## src/rtl/core/assert_macros.svh

```systemverilog
// Assertion macros shared by the event queue RTL.
// Each macro expands to one labeled concurrent assertion clocked on the
// rising edge and disabled while the active-low reset is asserted.
`ifndef ASSERT_MACROS_SVH
`define ASSERT_MACROS_SVH

// The condition holds at every sampled edge.
`define ASSERT_ALWAYS(label, clk, rst_n, cond, msg) \
  label: assert property (@(posedge clk) disable iff (!rst_n) (cond)) \
    else $error(msg);

// The consequent holds in the same cycle as the antecedent.
`define ASSERT_IMPLIES(label, clk, rst_n, ante, cons, msg) \
  label: assert property (@(posedge clk) disable iff (!rst_n) (ante) |-> (cons)) \
    else $error(msg);

// The consequent holds in the cycle after the antecedent.
`define ASSERT_NEXT(label, clk, rst_n, ante, cons, msg) \
  label: assert property (@(posedge clk) disable iff (!rst_n) (ante) |=> (cons)) \
    else $error(msg);

`endif

```

## src/rtl/core/teoq_pkg.sv

```systemverilog
// Package for the timestamp ordered event queue.
// Holds field widths, operation codes, sequencer states and the structs
// passed between the queue modules. Depends on nothing.
`default_nettype none

package teoq_pkg;

  localparam int CAPACITY_DEF = 64;
  localparam int MAX_RESULTS  = 64;

  localparam int OP_W   = 2;
  localparam int PORT_W = 8;
  localparam int MSG_W  = 32;
  localparam int TIME_W = 32;
  localparam int FILL_W = 7;
  localparam int EMIT_W = $clog2(MAX_RESULTS + 1);

  typedef enum logic [OP_W-1:0] {
    OP_SEND  = 2'd0,
    OP_TICK  = 2'd1,
    OP_FLUSH = 2'd2
  } teoq_op_t;

  typedef enum logic [2:0] {
    ST_IDLE,
    ST_INS_RD,
    ST_INS_EV,
    ST_SCAN_RD,
    ST_SCAN_EV,
    ST_FINISH,
    ST_REPLY
  } teoq_state_t;

  typedef struct packed {
    logic [TIME_W-1:0] due;
    logic [MSG_W-1:0]  message;
    logic [PORT_W-1:0] port;
    logic              off;
  } teoq_entry_t;

  typedef struct packed {
    logic we;
    logic re;
  } teoq_mem_ctl_t;

  typedef struct packed {
    logic              has_event;
    logic [PORT_W-1:0] out_port;
    logic [MSG_W-1:0]  out_message;
    logic              status;
    logic [FILL_W-1:0] fill_count;
    logic              last;
  } teoq_result_t;

endpackage

`default_nettype wire

```

## src/rtl/core/teoq_mem.sv

```systemverilog
// Event store of the queue: one write port and one registered read port.
// Entries are addressed as a circular buffer by the sequencer.
// Depends on teoq_pkg.
`default_nettype none

module teoq_mem #(
  parameter int CAPACITY = teoq_pkg::CAPACITY_DEF,
  parameter int IDX_W    = $clog2(CAPACITY)
) (
  input  wire                        clk,
  input  wire teoq_pkg::teoq_mem_ctl_t ctl,
  input  wire [IDX_W-1:0]            waddr,
  input  wire [IDX_W-1:0]            raddr,
  input  wire teoq_pkg::teoq_entry_t wdata,
  output teoq_pkg::teoq_entry_t      rdata
);
  import teoq_pkg::*;

  teoq_entry_t mem [CAPACITY];
  teoq_entry_t rdata_r;

  always_ff @(posedge clk) begin
    if (ctl.we) begin
      mem[waddr] <= wdata;
    end
  end

  // Read data holds until the next read, so a stalled sequencer keeps it.
  always_ff @(posedge clk) begin
    if (ctl.re) begin
      rdata_r <= mem[raddr];
    end
  end

  assign rdata = rdata_r;

endmodule

`default_nettype wire

```

## config.mk

```make
export PLATFORM = sky130hd
export DESIGN_NAME = teoq_mem
export DESIGN_NICKNAME = d
export VERILOG_FILES = /design/src/rtl/core/assert_macros.svh /design/src/rtl/core/teoq_pkg.sv /design/src/rtl/core/teoq_mem.sv
export SDC_FILE = /design/constraint.sdc
export NUM_CORES = 2
export LEC_CHECK = 0
export BUFFER_PORTS_ARGS = -buffer_cell sky130_fd_sc_hd__buf_4
export CORE_ASPECT_RATIO = 0.9
export CORE_MARGIN = 2
export CORE_UTILIZATION = 29
export DETAILED_ROUTE_END_ITERATION = 7
export PLACE_DENSITY = 0.55
export RECOVER_POWER = 25
export SYNTH_ARGS = -nofsm -noshare
export SYNTH_HDL_FRONTEND = slang
export SYNTH_MEMORY_MAX_BITS = 65536
export SYNTH_SLANG_ARGS = --single-unit
export TNS_END_PERCENT = 30
```

## constraint.sdc

```tcl
create_clock -name clk -period 9.21 [get_ports clk]
set_input_delay 1.842 -clock clk [delete_from_list [all_inputs] [get_ports clk]]
set_output_delay 1.842 -clock clk [all_outputs]
set_load 0.02 [all_outputs]
```

==> metrics.txt <==
status finished with violations; failing checks max-capacitance violations, max-slew violations; vias per inst 5.38; count of final hold-check violations 0; most used cell, CP buf_4; CTS tree built; PD cells 217 nW/um2; Worst-Skew Late Latency between 1000 and 1500 ps; clock buffer depth 4; synth top area cells edfxtp_1 (80%), mux4_2 (14%), o22ai_1 (1.4%); FILL cells 56800; largest net degree at the start of global routing 141; final cell count without fillers approximately 16000; critical path type in -> reg; io pins between 150 and 200; period utilisation layout 0.489; post-synth top area share 0.799; Slowest cell on crit path or2_2; multi-input logic area about 34000 um2; crit-path cells buf_8 -> buf_4 -> or2_2 -> buf_4 -> o22ai_1 -> nor3_1 -> o22a_1; CP Buf/Inv Count 3; Max VDD drop 0.164 mV; DR DRC count 0; Slew Limit Headroom -0.916; Pre-antenna DRT Iters 5; Die H 748 um; gr usage total 0.171; Post-Syn Instances 7585; sequential-to-total area share from yosys stat 0.799; RSZ-0062 raised after global routing false; arrival time at the worst endpoint 5400 ps; Worst-path clk slew 60 ps; Min-Delay Path Class reg -> reg; FF+latch count, synth 4745; Critical Path Fanout Max 43; Sequential Area between 100000 and 150000 um2; Port Buffer Count 160; vias in the first global route 87800; antenna violations before repair 80; PostCTS Resize Cnt 0; Worst Setup End Kind flip-flop; Nets 8055; dpl cells between 15000 and 20000; leading area contributor after synthesis edfxtp_1; Max H-tree Level 5; CP required 10100 ps; Slew Limit Fails 3185; Synth Warn # 0; Die W 830 um; leak pwr 61.4 nW; number of DRC markers in iteration 0 13000; CP delay by family, top simple AND/OR/NAND/NOR gates; hpwl dp 281000 um; CTS Hold Bufs 0; Core Area 613000 um2; first-pass GRT wire length about 740000 um; Clock Skew around 66 ps; GRT met2 Usage 0.266; met3 usage 0.0357; Root Driver clkbuf_16; vias 88600; Routed Antenna Nets 0; worst-margin pin slew 2870 ps; postcts setup bufs 0; Clock Sinks 4745; Placer Congestion around 0.77; # setup viols final 0; die area 621000 um2; gr busiest metal met2; total power 44.4 mW; met1 usage 0.246; Area growth syn-to-layout 14.7%; WL final about 550000 um; Initial Util 0.291; GRT overflow 0; CTS buffer count 446; Worst setup SP type primary input; Final Util 0.333; Tmin final 4510 ps; Max Fclk 222 MHz; Max Cap Viol 49; Core Rows 273; Synth cell types 38; Net Count, Synth 7673; Hold Slack approximately 900 ps; mapped cell area 178000 um2; wire per inst 33.3 um; share of layout cells above drive strength 1 0.258; crit-path max cell delay 940 ps; syn_area_per_cell 23.5 um2; TNS Setup 0 ps
## worst reg2reg max path, stage by stage, from the launching register on
cell      delay [ps]
edfxtp_1         360
mux4_2           460
nor2b_1          160
a211oi_1         330
nor3_1           220
o22a_1           230
## cells by family after synthesis
family,share of synthesized area
DFF,0.799
buffers and inverters,0.0125
and+or+nand+nor,0.0127
AOI/OAI and AO/OA,0.0277
muxes,0.148
## flip-flops by register name, indices dropped and copies added (netlist names)
| name | flops |
|---|---|
| rdata | 73 |
| mem | 4672 |
## per-layer routing
layer,up-vias,share of wire,routed length (um)
met3,791,0.11,58000
met4,26,0.026,14200
met1,49200,0.41,225000
li1,33700,-,-
met2,4966,0.46,251000
met5,-,0.00031,168
## stage by stage
step / area [um2] / worst slack (ps)
after floorplan: 178000 / 1330
after global placement: 190000 / 3730
after detailed placement: 190000 / 3670
after CTS: 205000 / 4780
after global routing: 204000 / 4670
final: 204000 / 4700
## final timing paths
kind,from,endpoint,slack (ps),depth (start not counted)
max,raddr[2],rdata[42]$_DFFE_PP_,4700,7
min,mem[0][72]$_DFFE_PP_,rdata[72]$_DFFE_PP_,900,3
max reg2reg,mem[44][42]$_DFFE_PP_,rdata[42]$_DFFE_PP_,7210,5
min reg2reg,mem[0][72]$_DFFE_PP_,rdata[72]$_DFFE_PP_,900,3
## final cells by class
| type | instances | share of cell area |
|---|---|---|
| flip-flops and latches | 4745 | 0.697 |
| clock inverters | 285 | 0.0132 |
| diodes | 15 | 0.000184 |
| inverters | 1 | 0.0000245 |
| clock buffers | 537 | 0.0567 |
| well taps | 8112 | 0.0496 |
| repair buffers | 373 | 0.0161 |
| multi-input cells | 2400 | 0.167 |
## synthesized netlist by cell type (all sizes together)
cell type	instances
o221ai	27
or3	1
nor4	59
mux2	2
a211oi	114
mux4	1109
and2b	1
mux2i	135
nand3	35
nand2b	9
a31oi	14
a311oi	1
or2	6
and2	3
or3b	1
o22a	59
nand3b	2
nor2b	91
o21ai	15
o22ai	385
a22oi	69
o211a	13
nand4	2
a21oi	19
clkbuf	214
edfxtp	4745
nor3	106
nand2	31
nor2	89
buf	225
nand4b	1
o221a	1
inv	1
## cells in the final DEF (no fill, tap or decap), types with 19 or more instances in the layout
master | Yosys | routed
a211oi_1 | 114 | 114
a21oi_1 | 19 | 19
a22oi_1 | 69 | 69
buf_12 | 0 | 51
buf_4 | 64 | 268
bufinv_16 | 0 | 39
clkbuf_1 | 214 | 136
clkbuf_16 | 0 | 450
clkinv_1 | 0 | 109
clkinv_2 | 0 | 93
edfxtp_1 | 4745 | 4745
mux2i_1 | 135 | 135
mux4_2 | 1109 | 1109
nand2_1 | 31 | 22
nand3_1 | 35 | 34
nor2_1 | 88 | 25
nor2_4 | 0 | 63
nor2b_1 | 91 | 89
nor3_1 | 106 | 104
nor4_1 | 59 | 59
o221ai_1 | 27 | 27
o22a_1 | 59 | 59
o22ai_1 | 385 | 385
## power breakdown
group	internal, mW	leakage, nW	total (mW)	switching [mW]
Combinational	0.718	11.7	2.06	1.34
Clock	10.1	6.97	18.2	8.15
Sequential	24.0	42.7	24.1	0.108
Power figures use the tool's default switching activity.
