<file path="config.mk">
export PLATFORM = sky130hd
export DESIGN_NAME = teoq_out_reg_flat
export DESIGN_NICKNAME = d
export VERILOG_FILES = /design/src/rtl/core/assert_macros.svh /design/src/rtl/core/teoq_pkg.sv /design/src/rtl/core/teoq_if.sv /design/src/rtl/core/teoq_out_reg.sv /design/src/flat_wrapper.sv
export SDC_FILE = /design/constraint.sdc
export NUM_CORES = 1
export LEC_CHECK = 0
export BUFFER_PORTS_ARGS = -buffer_cell sky130_fd_sc_hd__buf_4
export CAP_MARGIN = 15
export CORE_MARGIN = 4
export CORE_UTILIZATION = 43
export CTS_CLUSTER_SIZE = 8
export DETAILED_ROUTE_END_ITERATION = 6
export HOLD_SLACK_MARGIN = 0.06
export PLACE_DENSITY = 0.95
export RECOVER_POWER = 50
export SYNTH_ARGS = -nofsm -noshare
export SYNTH_HDL_FRONTEND = slang
export SYNTH_SLANG_ARGS = --single-unit
</file>
<file path="constraint.sdc">
create_clock -name clk -period 1.7 [get_ports clk]
set_input_delay 0.425 -clock clk [delete_from_list [all_inputs] [get_ports clk]]
set_output_delay 0.425 -clock clk [all_outputs]
set_load 0.1 [all_outputs]
</file>
<file path="src/rtl/core/assert_macros.svh">
// Assertion macros shared by the event queue RTL.
// Each macro expands to one labeled concurrent assertion clocked on the
// rising edge and disabled while the active-low reset is asserted.
`ifndef ASSERT_MACROS_SVH
`define ASSERT_MACROS_SVH

// The condition holds at every sampled edge.
`define ASSERT_ALWAYS(label, clk, rst_n, cond, msg) \
  label: assert property (@(posedge clk) disable iff (!rst_n) (cond)) \
    else $error(msg);

// The consequent holds in the same cycle as the antecedent.
`define ASSERT_IMPLIES(label, clk, rst_n, ante, cons, msg) \
  label: assert property (@(posedge clk) disable iff (!rst_n) (ante) |-> (cons)) \
    else $error(msg);

// The consequent holds in the cycle after the antecedent.
`define ASSERT_NEXT(label, clk, rst_n, ante, cons, msg) \
  label: assert property (@(posedge clk) disable iff (!rst_n) (ante) |=> (cons)) \
    else $error(msg);

`endif

</file>
<file path="src/rtl/core/teoq_pkg.sv">
// Package for the timestamp ordered event queue.
// Holds field widths, operation codes, sequencer states and the structs
// passed between the queue modules. Depends on nothing.
`default_nettype none

package teoq_pkg;

  localparam int CAPACITY_DEF = 64;
  localparam int MAX_RESULTS  = 64;

  localparam int OP_W   = 2;
  localparam int PORT_W = 8;
  localparam int MSG_W  = 32;
  localparam int TIME_W = 32;
  localparam int FILL_W = 7;
  localparam int EMIT_W = $clog2(MAX_RESULTS + 1);

  typedef enum logic [OP_W-1:0] {
    OP_SEND  = 2'd0,
    OP_TICK  = 2'd1,
    OP_FLUSH = 2'd2
  } teoq_op_t;

  typedef enum logic [2:0] {
    ST_IDLE,
    ST_INS_RD,
    ST_INS_EV,
    ST_SCAN_RD,
    ST_SCAN_EV,
    ST_FINISH,
    ST_REPLY
  } teoq_state_t;

  typedef struct packed {
    logic [TIME_W-1:0] due;
    logic [MSG_W-1:0]  message;
    logic [PORT_W-1:0] port;
    logic              off;
  } teoq_entry_t;

  typedef struct packed {
    logic we;
    logic re;
  } teoq_mem_ctl_t;

  typedef struct packed {
    logic              has_event;
    logic [PORT_W-1:0] out_port;
    logic [MSG_W-1:0]  out_message;
    logic              status;
    logic [FILL_W-1:0] fill_count;
    logic              last;
  } teoq_result_t;

endpackage

`default_nettype wire

</file>
<file path="src/rtl/core/teoq_if.sv">
// Handshake channel interfaces of the event queue: one for input items,
// one for results. Both carry valid, ready and the payload fields.
// Depends on teoq_pkg.
`default_nettype none


interface teoq_out_if;
  import teoq_pkg::*;

  logic              valid;
  logic              ready;
  logic              has_event;
  logic [PORT_W-1:0] out_port;
  logic [MSG_W-1:0]  out_message;
  logic              status;
  logic [FILL_W-1:0] fill_count;
  logic              last;

  modport source (
    output valid, has_event, out_port, out_message, status, fill_count, last,
    input  ready
  );
  modport sink (
    input  valid, has_event, out_port, out_message, status, fill_count, last,
    output ready
  );
endinterface

`default_nettype wire

</file>
<file path="src/rtl/core/teoq_out_reg.sv">
// Output register of the event queue result channel.
// Holds one result until the receiver takes it; reports when a new one fits.
// Depends on teoq_pkg and teoq_if.
`default_nettype none

module teoq_out_reg (
  input  wire                         clk,
  input  wire                         rst_n,
  input  wire                         push,
  input  wire teoq_pkg::teoq_result_t result,
  output logic                        free,
  teoq_out_if.source                  out_ch
);
  import teoq_pkg::*;

  logic         valid_r;
  teoq_result_t res_r;

  assign free = !valid_r || out_ch.ready;

  always_ff @(posedge clk) begin
    if (!rst_n) begin
      valid_r <= 1'b0;
    end else if (push) begin
      valid_r <= 1'b1;
    end else if (out_ch.ready) begin
      valid_r <= 1'b0;
    end
  end

  always_ff @(posedge clk) begin
    if (push) begin
      res_r <= result;
    end
  end

  assign out_ch.valid       = valid_r;
  assign out_ch.has_event   = res_r.has_event;
  assign out_ch.out_port    = res_r.out_port;
  assign out_ch.out_message = res_r.out_message;
  assign out_ch.status      = res_r.status;
  assign out_ch.fill_count  = res_r.fill_count;
  assign out_ch.last        = res_r.last;

endmodule

`default_nettype wire

</file>
<file path="src/flat_wrapper.sv">
// flat-port wrapper written by rule: the top's interface ports become plain ports
module teoq_out_reg_flat import teoq_pkg::*;
  (clk, rst_n, push, result, free, out_ch_valid, out_ch_has_event, out_ch_out_port, out_ch_out_message, out_ch_status, out_ch_fill_count, out_ch_last, out_ch_ready);
  teoq_out_if out_ch_i ();
  input  wire clk;
  input  wire rst_n;
  input  wire push;
  input  wire teoq_pkg::teoq_result_t result;
  output logic free;
  output wire logic [$bits(out_ch_i.valid)-1:0] out_ch_valid;
  output wire logic [$bits(out_ch_i.has_event)-1:0] out_ch_has_event;
  output wire logic [$bits(out_ch_i.out_port)-1:0] out_ch_out_port;
  output wire logic [$bits(out_ch_i.out_message)-1:0] out_ch_out_message;
  output wire logic [$bits(out_ch_i.status)-1:0] out_ch_status;
  output wire logic [$bits(out_ch_i.fill_count)-1:0] out_ch_fill_count;
  output wire logic [$bits(out_ch_i.last)-1:0] out_ch_last;
  input wire logic [$bits(out_ch_i.ready)-1:0] out_ch_ready;
  assign out_ch_valid = out_ch_i.valid;
  assign out_ch_has_event = out_ch_i.has_event;
  assign out_ch_out_port = out_ch_i.out_port;
  assign out_ch_out_message = out_ch_i.out_message;
  assign out_ch_status = out_ch_i.status;
  assign out_ch_fill_count = out_ch_i.fill_count;
  assign out_ch_last = out_ch_i.last;
  assign out_ch_i.ready = out_ch_ready;
  teoq_out_reg u_core (.clk(clk), .rst_n(rst_n), .push(push), .result(result), .free(free), .out_ch(out_ch_i));
endmodule
</file>
==> flow_metrics.tcl <==
set metrics [dict create \
    num_vias 940 \
    clock_path_buffers 2 \
    fin_cells 214 \
    ys_ff_latch 51 \
    hold_ws_ns 0.2384 \
    track_usage 0.1677 \
    die_h_um 68.05 \
    clkSinkCount 51 \
    netlist_area_mm2 0.001550 \
    synthesis.nets 108 \
    yosys_warnings 0 \
    rrSetupSlack_ns 1.08 \
    gp_congestion 0.6864 \
    coreArea_mm2 0.003416 \
    drtIter0Drc 40 \
    cp.arrival_ns 1.10 \
    grt.overflow.total 0 \
    cts.clk_slew.worst_paths_ns 0.14 \
    finalPower_mw 3.173 \
    via_per_inst 4.393 \
    power_density_mw_per_mm2 1281 \
    multi_input_area_um2 25.02 \
    p_leak_nw 1.047 \
    wire_per_inst_um 16.92 \
    portBuffers 105 \
    maxSlewHeadroom 0.2247 \
    grt_pass1_vias 1009 \
    rsz0062_at_grt "false" \
    cp_max_fo 2 \
    ctsHoldBuffers 0 \
    n_fill_cell 210 \
    r2r_cells 2 \
    drive_gt1_frac 0.6845 \
    fin_skew_ns 0 \
    cts_tree "done" \
    num_antenna_cells 0 \
    antenna_found_initial 0 \
    rr_endpoint "u_core.out_ch.valid$_SDFFE_PN0P_" \
    seqCellArea_mm2 0.001523 \
    tightest_slew_ns 1.163 \
    synthCells 54 \
    final.period_utilization 0.8975 \
    clk_latency_ns 0.36 \
    cp.required_ns 1.27 \
    cap_violations 0 \
    hold_path_class "in -> reg" \
    hold_start "result[43]" \
    startpoint_type "register" \
    ir_drop_mv 0.8964 \
    ios 106 \
    postLayoutSetupSlackWorst_ns 0.1743 \
    synthToLayoutAreaGrowth_pct 59.81 \
    drv_slew 0 \
    hold_end "u_core.out_ch.out_port[2]$_DFFE_PP_" \
    timing.setup.tns_ns 0 \
    grt_max_degree 52 \
    start_util 0.4538 \
    numCtsBuffers 5 \
    worstReg2RegStart "u_core.out_ch.valid$_SDFFE_PN0P_" \
    final_cell_mix "55 x clkbuf_4, 54 x buf_4, 50 x edfxtp_1" \
    fmax_mhz 655.4 \
    rows 21 \
    cp-end-kind "primary output" \
    dp_cells 206 \
    grt_pass1_wl_mm 5.188 \
    setup_violations 0 \
    worstSetupPathType "reg -> out" \
    syn_avg_cell_area_um2 28.71 \
    seq_area_frac_synth 0.9814 \
    fin_nets 221 \
    fp.dieArea_mm2 0.004630 \
    cts_root_buf "clkbuf_4" \
    drtPass1Iterations 3 \
    drc 0 \
    fin_crit_ns 1.526 \
    antenna_left 0 \
    startpoint "u_core.out_ch.valid$_SDFFE_PN0P_" \
    synth_cell_types 5 \
    final_common_cell "clkbuf_4" \
    htreeDepth 2 \
    dpl_worst_slack_ns 0.3496 \
    hold_depth 1 \
    hold_viol 0 \
    die_w_um 68.05 \
    cts-resized-gates 0 \
    wl_mm 3.621 \
    post_cts_buffers 0 \
    outcome "finished clean" \
]
critical path: stages (launching register included):
cell and delay [ns]:
dfxtp_2 0.36, nand2b_4 0.08, buf_4 0.29
area by class of cell:
class,instances,share of cell area
sequential,51,0.6146
timing repair buffer,106,0.3187
tap,46,0.02323
clock buffer,6,0.01667
clock inverter,2,0.01515
multi-input combinational,2,0.01010
inverter,1,0.001515
cells in the mapped netlist:
cell type	count	area, um^2
nand2b_4	1	13.76
dfxtp_1	1	20.02
a21boi_2	1	11.26
edfxtp_1	50	1501
inv_1	1	3.750
how the worst max path moves through the flow:
stage / end / slack, ns / cells after the start
after detailed placement: free / 0.35 / 3
after CTS: free / 0.16 / 2
after global routing: free / 0.11 / 2
final: free / 0.17 / 2
after floorplan: free / 0.30 / 1
after global placement: free / 0.38 / 3
power breakdown:
group	total [mW]	internal [mW]	leakage (nW)	switching (mW)
clock network	0.668	0.310	0.0385	0.358
registers	1.52	1.49	0.498	0.0304
logic	0.984	0.191	0.511	0.793
total	3.17	1.99	1.05	1.18
per-layer routing:
metal	track usage	up-vias	routed length, um
met5	0	-	0
met2	0.2684	76	1752
met3	0.1346	5	679
met4	0.05955	0	37
met1	0.1604	418	1151
li1	-	441	-
per-stage QoR:
step	area, um^2	util
floorplan	1551	-
global placement	2417	0.7077
detailed placement	2417	0.7077
CTS	2496	0.7308
global route	2477	0.7253
finish	2477	0.7253
cell families after synthesis:
family,share of synthesized area
flip-flops,0.9814
AND/OR/NAND/NOR,0.008876
AO/OA/AOI/OAI,0.007263
buffers and inverters,0.002419
flip-flops by register name (all words and copies together) (netlist names):
register	cells
u_core.out_ch.status	1
u_core.out_ch.last	1
u_core.out_ch.out_port	8
u_core.out_ch.valid	1
u_core.out_ch.out_message	32
u_core.out_ch.has_event	1
u_core.out_ch.fill_count	7
(Power assumes the default switching activity.)
