--- src/rtl/core/assert_macros.svh ---
// Assertion macros shared by the event queue RTL.
// Each macro expands to one labeled concurrent assertion clocked on the
// rising edge and disabled while the active-low reset is asserted.
`ifndef ASSERT_MACROS_SVH
`define ASSERT_MACROS_SVH

// The condition holds at every sampled edge.
`define ASSERT_ALWAYS(label, clk, rst_n, cond, msg) \
  label: assert property (@(posedge clk) disable iff (!rst_n) (cond)) \
    else $error(msg);

// The consequent holds in the same cycle as the antecedent.
`define ASSERT_IMPLIES(label, clk, rst_n, ante, cons, msg) \
  label: assert property (@(posedge clk) disable iff (!rst_n) (ante) |-> (cons)) \
    else $error(msg);

// The consequent holds in the cycle after the antecedent.
`define ASSERT_NEXT(label, clk, rst_n, ante, cons, msg) \
  label: assert property (@(posedge clk) disable iff (!rst_n) (ante) |=> (cons)) \
    else $error(msg);

`endif

--- src/rtl/core/teoq_pkg.sv ---
// Package for the timestamp ordered event queue.
// Holds field widths, operation codes, sequencer states and the structs
// passed between the queue modules. Depends on nothing.
`default_nettype none

package teoq_pkg;

  localparam int CAPACITY_DEF = 64;
  localparam int MAX_RESULTS  = 64;

  localparam int OP_W   = 2;
  localparam int PORT_W = 8;
  localparam int MSG_W  = 32;
  localparam int TIME_W = 32;
  localparam int FILL_W = 7;
  localparam int EMIT_W = $clog2(MAX_RESULTS + 1);

  typedef enum logic [OP_W-1:0] {
    OP_SEND  = 2'd0,
    OP_TICK  = 2'd1,
    OP_FLUSH = 2'd2
  } teoq_op_t;

  typedef enum logic [2:0] {
    ST_IDLE,
    ST_INS_RD,
    ST_INS_EV,
    ST_SCAN_RD,
    ST_SCAN_EV,
    ST_FINISH,
    ST_REPLY
  } teoq_state_t;

  typedef struct packed {
    logic [TIME_W-1:0] due;
    logic [MSG_W-1:0]  message;
    logic [PORT_W-1:0] port;
    logic              off;
  } teoq_entry_t;

  typedef struct packed {
    logic we;
    logic re;
  } teoq_mem_ctl_t;

  typedef struct packed {
    logic              has_event;
    logic [PORT_W-1:0] out_port;
    logic [MSG_W-1:0]  out_message;
    logic              status;
    logic [FILL_W-1:0] fill_count;
    logic              last;
  } teoq_result_t;

endpackage

`default_nettype wire

--- src/rtl/core/teoq_ctrl.sv ---
// Sequencer of the event queue with its shared timestamp comparator.
// Walks the circular event store one entry at a time for sorted insert,
// tick release and flush. Depends on teoq_pkg and assert_macros.svh.
`default_nettype none
`include "assert_macros.svh"

module teoq_ctrl #(
  parameter int CAPACITY = teoq_pkg::CAPACITY_DEF,
  parameter int IDX_W    = $clog2(CAPACITY)
) (
  input  wire                         clk,
  input  wire                         rst_n,
  input  wire                         in_valid,
  output logic                        in_ready,
  input  wire [teoq_pkg::OP_W-1:0]    in_op,
  input  wire [teoq_pkg::PORT_W-1:0]  in_port,
  input  wire [teoq_pkg::MSG_W-1:0]   in_message,
  input  wire                         in_off,
  input  wire [teoq_pkg::TIME_W-1:0]  in_due,
  input  wire [teoq_pkg::TIME_W-1:0]  in_now,
  output teoq_pkg::teoq_mem_ctl_t     mem_ctl,
  output logic [IDX_W-1:0]            mem_waddr,
  output logic [IDX_W-1:0]            mem_raddr,
  output teoq_pkg::teoq_entry_t       mem_wdata,
  input  wire teoq_pkg::teoq_entry_t  mem_rdata,
  input  wire                         out_free,
  output logic                        out_push,
  output teoq_pkg::teoq_result_t      out_result
);
  import teoq_pkg::*;

  localparam int CNT_W = $clog2(CAPACITY + 1);
  localparam int PTR_W = IDX_W + 1;

  teoq_state_t       state_r, state_nxt;
  logic [OP_W-1:0]   op_r;
  teoq_entry_t       ent_r;
  logic [TIME_W-1:0] now_r;
  logic [IDX_W-1:0]  head_r;
  logic [CNT_W-1:0]  count_r;
  logic [IDX_W-1:0]  ptr_r;
  logic [CNT_W-1:0]  step_r;
  logic [EMIT_W-1:0] emit_r;
  logic              status_r;
  logic              pend_valid_r;
  logic [PORT_W-1:0] pend_port_r;
  logic [MSG_W-1:0]  pend_msg_r;
  logic [CNT_W-1:0]  pend_fill_r;

  logic              is_tick;
  logic [TIME_W-1:0] key;
  logic              later;
  logic              take;
  logic              stall;
  logic              scan_done;
  logic              queue_full;

  function automatic logic [IDX_W-1:0] wrap_add(input logic [IDX_W-1:0] base,
                                                input logic [CNT_W-1:0] off);
    logic [PTR_W-1:0] sum;
    sum = PTR_W'(base) + PTR_W'(off);
    if (sum >= PTR_W'(CAPACITY)) begin
      sum = sum - PTR_W'(CAPACITY);
    end
    return sum[IDX_W-1:0];
  endfunction

  function automatic logic [IDX_W-1:0] ptr_prev(input logic [IDX_W-1:0] p);
    return (p == '0) ? IDX_W'(CAPACITY - 1) : p - IDX_W'(1);
  endfunction

  function automatic logic [IDX_W-1:0] ptr_next(input logic [IDX_W-1:0] p);
    return (p == IDX_W'(CAPACITY - 1)) ? '0 : p + IDX_W'(1);
  endfunction

  // One comparator serves both the insert walk and the tick release.
  assign is_tick    = (op_r == OP_TICK);
  assign key        = is_tick ? now_r : ent_r.due;
  assign later      = (mem_rdata.due > key);
  assign take       = is_tick ? !later : mem_rdata.off;
  assign stall      = take && pend_valid_r && !out_free;
  assign scan_done  = (step_r == count_r) || (emit_r == EMIT_W'(MAX_RESULTS));
  assign queue_full = (count_r == CNT_W'(CAPACITY));

  always_comb begin
    state_nxt = state_r;
    unique case (state_r)
      ST_IDLE: begin
        if (in_valid) begin
          unique case (in_op)
            OP_SEND:           state_nxt = queue_full ? ST_REPLY : ST_INS_RD;
            OP_TICK, OP_FLUSH: state_nxt = ST_SCAN_RD;
            default:           state_nxt = ST_REPLY;
          endcase
        end
      end
      ST_INS_RD:  state_nxt = (step_r == '0) ? ST_REPLY : ST_INS_EV;
      ST_INS_EV:  state_nxt = later ? ST_INS_RD : ST_REPLY;
      ST_SCAN_RD: state_nxt = scan_done ? ST_FINISH : ST_SCAN_EV;
      ST_SCAN_EV: begin
        if (!stall) begin
          state_nxt = (is_tick && later) ? ST_FINISH : ST_SCAN_RD;
        end
      end
      ST_FINISH, ST_REPLY: begin
        if (out_free) begin
          state_nxt = ST_IDLE;
        end
      end
      default: state_nxt = ST_IDLE;
    endcase
  end

  always_comb begin
    in_ready   = 1'b0;
    mem_ctl    = '0;
    mem_waddr  = ptr_r;
    mem_raddr  = ptr_r;
    mem_wdata  = ent_r;
    out_push   = 1'b0;
    out_result = '0;
    unique case (state_r)
      ST_IDLE: in_ready = 1'b1;
      ST_INS_RD: begin
        if (step_r == '0) begin
          mem_ctl.we = 1'b1;
        end else begin
          mem_ctl.re = 1'b1;
          mem_raddr  = ptr_prev(ptr_r);
        end
      end
      ST_INS_EV: begin
        // A later entry moves up one slot; otherwise the new event lands here.
        mem_ctl.we = 1'b1;
        mem_wdata  = later ? mem_rdata : ent_r;
      end
      ST_SCAN_RD: mem_ctl.re = !scan_done;
      ST_SCAN_EV: begin
        // A held event goes out once the next one proves it is not the final.
        if (take && pend_valid_r && out_free) begin
          out_push               = 1'b1;
          out_result.has_event   = 1'b1;
          out_result.out_port    = pend_port_r;
          out_result.out_message = pend_msg_r;
          out_result.fill_count  = FILL_W'(pend_fill_r);
        end
      end
      ST_FINISH: begin
        out_push               = out_free;
        out_result.has_event   = pend_valid_r;
        out_result.out_port    = pend_valid_r ? pend_port_r : '0;
        out_result.out_message = pend_valid_r ? pend_msg_r : '0;
        out_result.fill_count  = FILL_W'(count_r - step_r);
        out_result.last        = 1'b1;
      end
      ST_REPLY: begin
        out_push              = out_free;
        out_result.status     = status_r;
        out_result.fill_count = FILL_W'(count_r);
        out_result.last       = 1'b1;
      end
      default: ;
    endcase
  end

  always_ff @(posedge clk) begin
    if (!rst_n) begin
      state_r      <= ST_IDLE;
      head_r       <= '0;
      count_r      <= '0;
      emit_r       <= '0;
      pend_valid_r <= 1'b0;
    end else begin
      state_r <= state_nxt;
      unique case (state_r)
        ST_IDLE: begin
          if (in_valid) begin
            op_r         <= in_op;
            ent_r        <= '{due: in_due, message: in_message, port: in_port,
                              off: in_off};
            now_r        <= in_now;
            status_r     <= (in_op == OP_SEND) && queue_full;
            emit_r       <= '0;
            pend_valid_r <= 1'b0;
            if (in_op == OP_SEND) begin
              step_r <= count_r;
              ptr_r  <= wrap_add(head_r, count_r);
            end else begin
              step_r <= '0;
              ptr_r  <= head_r;
            end
          end
        end
        ST_INS_RD: begin
          if (step_r == '0) begin
            count_r <= count_r + CNT_W'(1);
          end
        end
        ST_INS_EV: begin
          if (later) begin
            ptr_r  <= ptr_prev(ptr_r);
            step_r <= step_r - CNT_W'(1);
          end else begin
            count_r <= count_r + CNT_W'(1);
          end
        end
        ST_SCAN_EV: begin
          if (!stall) begin
            if (take) begin
              pend_valid_r <= 1'b1;
              pend_port_r  <= mem_rdata.port;
              pend_msg_r   <= mem_rdata.message;
              pend_fill_r  <= count_r - step_r - CNT_W'(1);
              emit_r       <= emit_r + EMIT_W'(1);
            end
            if (!(is_tick && later)) begin
              step_r <= step_r + CNT_W'(1);
              ptr_r  <= ptr_next(ptr_r);
            end
          end
        end
        ST_FINISH: begin
          if (out_free) begin
            head_r       <= wrap_add(head_r, step_r);
            count_r      <= count_r - step_r;
            pend_valid_r <= 1'b0;
          end
        end
        default: ;
      endcase
    end
  end

  `ASSERT_ALWAYS(a_count_bound, clk, rst_n, count_r <= CNT_W'(CAPACITY),
                 "held count above capacity")
  `ASSERT_ALWAYS(a_emit_bound, clk, rst_n, emit_r <= EMIT_W'(MAX_RESULTS),
                 "result cap exceeded")
  `ASSERT_IMPLIES(a_idle_no_pend, clk, rst_n, state_r == ST_IDLE, !pend_valid_r,
                  "event left pending while idle")
  `ASSERT_IMPLIES(a_refuse_full, clk, rst_n, state_r == ST_REPLY && status_r, queue_full,
                  "send refused with room left")
  `ASSERT_NEXT(a_finish_drop, clk, rst_n, state_r == ST_FINISH && out_free,
               state_r == ST_IDLE && count_r == $past(count_r) - $past(step_r),
               "scan end did not drop the scanned events")

endmodule

`default_nettype wire

--- config.mk ---
export PLATFORM = sky130hd
export DESIGN_NAME = teoq_ctrl
export DESIGN_NICKNAME = d
export VERILOG_FILES = /design/src/rtl/core/teoq_pkg.sv /design/src/rtl/core/teoq_ctrl.sv
export VERILOG_INCLUDE_DIRS = /design/src /design/src/rtl/core
export SDC_FILE = /design/constraint.sdc
export NUM_CORES = 1
export LEC_CHECK = 0
export BUFFER_PORTS_ARGS = -buffer_cell sky130_fd_sc_hd__buf_2
export CAP_MARGIN = 20
export CORE_MARGIN = 2
export CORE_UTILIZATION = 35
export DETAILED_ROUTE_END_ITERATION = 8
export PLACE_DENSITY = 0.62
export SYNTH_ARGS = -nofsm -noshare
export SYNTH_HDL_FRONTEND = slang
export SYNTH_SLANG_ARGS = --single-unit
export TNS_END_PERCENT = 50
--- constraint.sdc ---
create_clock -name clk -period 6.7 [get_ports clk]
set_clock_uncertainty 0.2 [all_clocks]
set_input_delay 0.67 -clock clk [delete_from_list [all_inputs] [get_ports clk]]
set_output_delay 0.67 -clock clk [all_outputs]
set_load 0.01 [all_outputs]
==> reports/results.md <==
| Item | Reported |
|:---|:---|
| Area used by multi-input combinational logic | 0.00452 mm2 |
| Pin count of the biggest net entering global routing | 57 |
| Syn-to-layout area delta | 26.0% |
| Routability-driven placement congestion ratio | 0.824 |
| Clock latency of the later-clocked register in the worst-skew pair | 0.44 ns |
| Startpoint Class | flop |
| Maximum root-to-sink buffer count | 2 |
| Largest delay share family, worst path | simple AND/OR/NAND/NOR gates |
| Worst path setup slack after routing | 0.973 ns |
| Commonest cells after routing, fill and taps aside | buf_2, edfxtp_1, mux2_2 |
| Number of enable-type register cells in the synthesized netlist | 168 |
| Sinks on the clock net | 192 |
| Transition at the pin with the smallest max-transition slack | 1.02 ns |
| Worst-path cell with the longest stage delay | a21o_1 |
| Clk slew on worst S/H paths | 0.09 ns |
| Filler Cell Count | 2753 |
| Clock tree from TritonCTS | built |
| Clock Root Buffer | clkbuf_16 |
| Core area | 0.0289 mm2 |
| Worst endpoint data arrival time | 4.86 ns |
| Global route total overflow | 0 |
| Cell accounting for the most synthesized area | edfxtp_1 |
| Share of synthesized registers carrying an async set or reset | 0 |
| Cts bufs inserted | 17 |
| Remaining antenna violation count | 0 |
| Min Tclk post-route | 5.73 ns |
| Number of antenna violations at the first check in global routing | 7 |
| Number of storage elements in the synthesis netlist | 192 |
| Final nets | 1408 |
| Initial cell density of the core | 0.357 |
| GR Util All Layers | 0.182 |
| Area share of the leading cell type in the synthesized netlist | 0.489 |
| Cell leakage power | 5.48 nW |
| Upper clock frequency limit | 175 MHz |
| Post-DR wirelength/cell | 18.2 um |
| Met2 layer wire length in the routed design | 14100 um |
| Synth Area per Inst | 12.3 um2 |
| Vias in the first global route | 7875 |
| Total number of yosys warnings | 0 |
| Max Cap Viol | 0 |
| Hold buffer count at cts | 0 |
| Outcome | finished, final reports clean |
| Cts repair resizes | 0 |
| Type of element capturing the critical path | output pin |
| Top sig layer | met5 |
| WP buf/inv | 2 |
| Number of levels in the clock H-tree | 4 |
| Vertical die dimension | 176 um |
| Dominant cells by area after synthesis | edfxtp_1, ha_1, mux2_2, dfxtp_1, mux2i_1 |
| Final Setup Violations | 0 |
| Most common cell after layout, fill and taps aside | buf_2 |
| Die Footprint | 0.0309 mm2 |
| Final wirelength | 28300 um |
| Net count of the mapped netlist | 1093 |
| Via Count | 7803 |
| Ordered cell list for the critical path | nor2b_4, buf_4, mux2i_1, ha_1, nand4_1, nor4_1, nand2b_1, a31oi_2, a21oi_4, o211a_4, a21o_1, and2_1, buf_2 |
| Data required time of the critical path | 5.83 ns |
| Port-buffer cells | 322 |
| Hold/Removal Path Class | in -> reg |
| Worst setup slack before clock tree synthesis | 1.40 ns |
| Count of cell types in the netlist | 67 |
| Power per cell area | 335 mW/mm2 |
| Setup TNS | 0 ns |
| CP Class | reg -> out |
| Largest driver fanout on the critical path | 41 |
| DRC violation count after routing | 0 |
| Half-perimeter wire length of the detailed placement result | 21500 um |
| Non-Filler Cell Area, Final | 0.0130 mm2 |
| Count of routing violations after the opening detailed-route iteration | 474 |
| Total placed instance area | 0.0123 mm2 |
| Count of final hold-check violations | 0 |
| Die W | 176 um |
| WL met3 | 1640 um |
| Synthesized instance count | 842 |
| Storage element area | 0.00553 mm2 |
| Share of final-layout standard cells stronger than drive strength 1 | 0.383 |
| Main flop type after synthesis | edfxtp_1 |
| Post-route fraction of the period consumed by the critical path | 0.855 |
| 1st-pass router iterations | 5 |
| Mapped Area | 0.0103 mm2 |
| Number of slew-limit violations in the final report | 0 |
| Num rows | 62 |
| Total I/O pin count | 323 |
| Global-route wire length before repair | 43300 um |
| Post-synthesis sequential area ratio | 0.536 |
| Met1 wire length | 12000 um |
| Setup repair bufs after CTS | 0 |
| Vias per Instance | 5.01 |
| RSZ-0062 raised after global routing | no |
| Slowest Stage Delay on Critical Path | 0.77 ns |
| Worst-case headroom to the max-slew limit | 0.321 |
| Maximum vdd ir drop | 0.196 mV |
## logic make-up after synthesis
kind of cell               Yosys count  share of synthesized area
and+or+nand+nor                    210                      0.108
DFF                                192                      0.536
AOI/OAI and AO/OA                  161                      0.104
muxes                              110                      0.116
buffers and inverters               73                     0.0277
adders and majority gates           67                     0.0842
xor gates and xnor gates            29                     0.0246
## power by group
part / internal [mW] / leakage [nW] / switching [mW]
combinational: 0.659 / 3.43 / 0.903
sequential: 1.55 / 1.74 / 0.159
clock: 0.548 / 0.308 / 0.532
total: 2.76 / 5.48 / 1.59
## path summary, 6_finish.rpt
kind | startpoint | end | slack [ns] | depth (start not counted)
hold / removal | in_due[10] | ent_r[51] | 0.20 | 1
setup / recovery | op_r[1] | out_result[14] | 0.97 | 13
setup reg to reg | op_r[1] | pend_fill_r[0] | 2.15 | 13
hold reg to reg | head_r[5] | head_r[5] | 0.30 | 2
## per-layer routing
metal	global-route usage	vias up
li1	-	3786
met1	0.233	3725
met2	0.306	250
met3	0.0383	38
met4	0.0620	4
met5	0	-
## worst register-to-register path: stages, from the launching register on
cell and delay (ns):
edfxtp_1 0.42, nor2b_4 0.59, buf_4 0.41, mux2i_1 0.12, ha_1 0.32, nand4_1 0.16
nor4_1 0.38, nand2b_1 0.17, a31oi_2 0.05, a21oi_4 0.36, a22oi_4 0.21, or2_4 0.31
inv_2 0.21, buf_12 0.29
## flip-flops by register name (all words and copies together) (netlist names)
register	cells
status_r	1
ent_r	73
now_r	32
step_r	7
state_r	3
pend_fill_r	7
pend_valid_r	1
head_r	6
op_r	2
pend_port_r	8
emit_r	7
mem_waddr	6
pend_msg_r	32
count_r	7
## synthesized netlist by cell type (7+ instances only)
library cell	n
edfxtp_1	168
mux2_2	69
ha_1	63
and2_1	48
a21oi_1	47
nand2_1	47
inv_1	40
nor2_1	37
mux2i_1	36
o21ai_0	34
dfxtp_1	24
clkbuf_1	23
nand3_1	18
xnor2_1	17
a21o_1	13
xor2_1	12
o211ai_1	11
buf_2	9
nor3_1	8
nand2b_1	7
nand4_1	7
o21bai_1	7
## metrics by stage
step                      total power [mW]  hold WS (ns)  std cells   util
after floorplan                       2.78         0.265        842      -
after global placement                3.28         0.284       1521  0.427
after detailed placement              3.31         0.291       1521  0.427
after CTS                             4.39         0.183       1553  0.449
after global routing                  4.63         0.178       1558  0.450
final                                 4.35         0.196       1559  0.450
## final cells by class
| cell class | count | share of cell area |
|---|---|---|
| flip-flops and latches | 192 | 0.425 |
| well taps | 384 | 0.0370 |
| clock buffers | 17 | 0.0327 |
| repair buffers | 329 | 0.129 |
| inverters | 40 | 0.0116 |
| diodes | 5 | 0.000963 |
| multi-input cells | 577 | 0.348 |
| clock inverters | 15 | 0.0159 |
No activity file was read; power rests on OpenSTA's default activity.
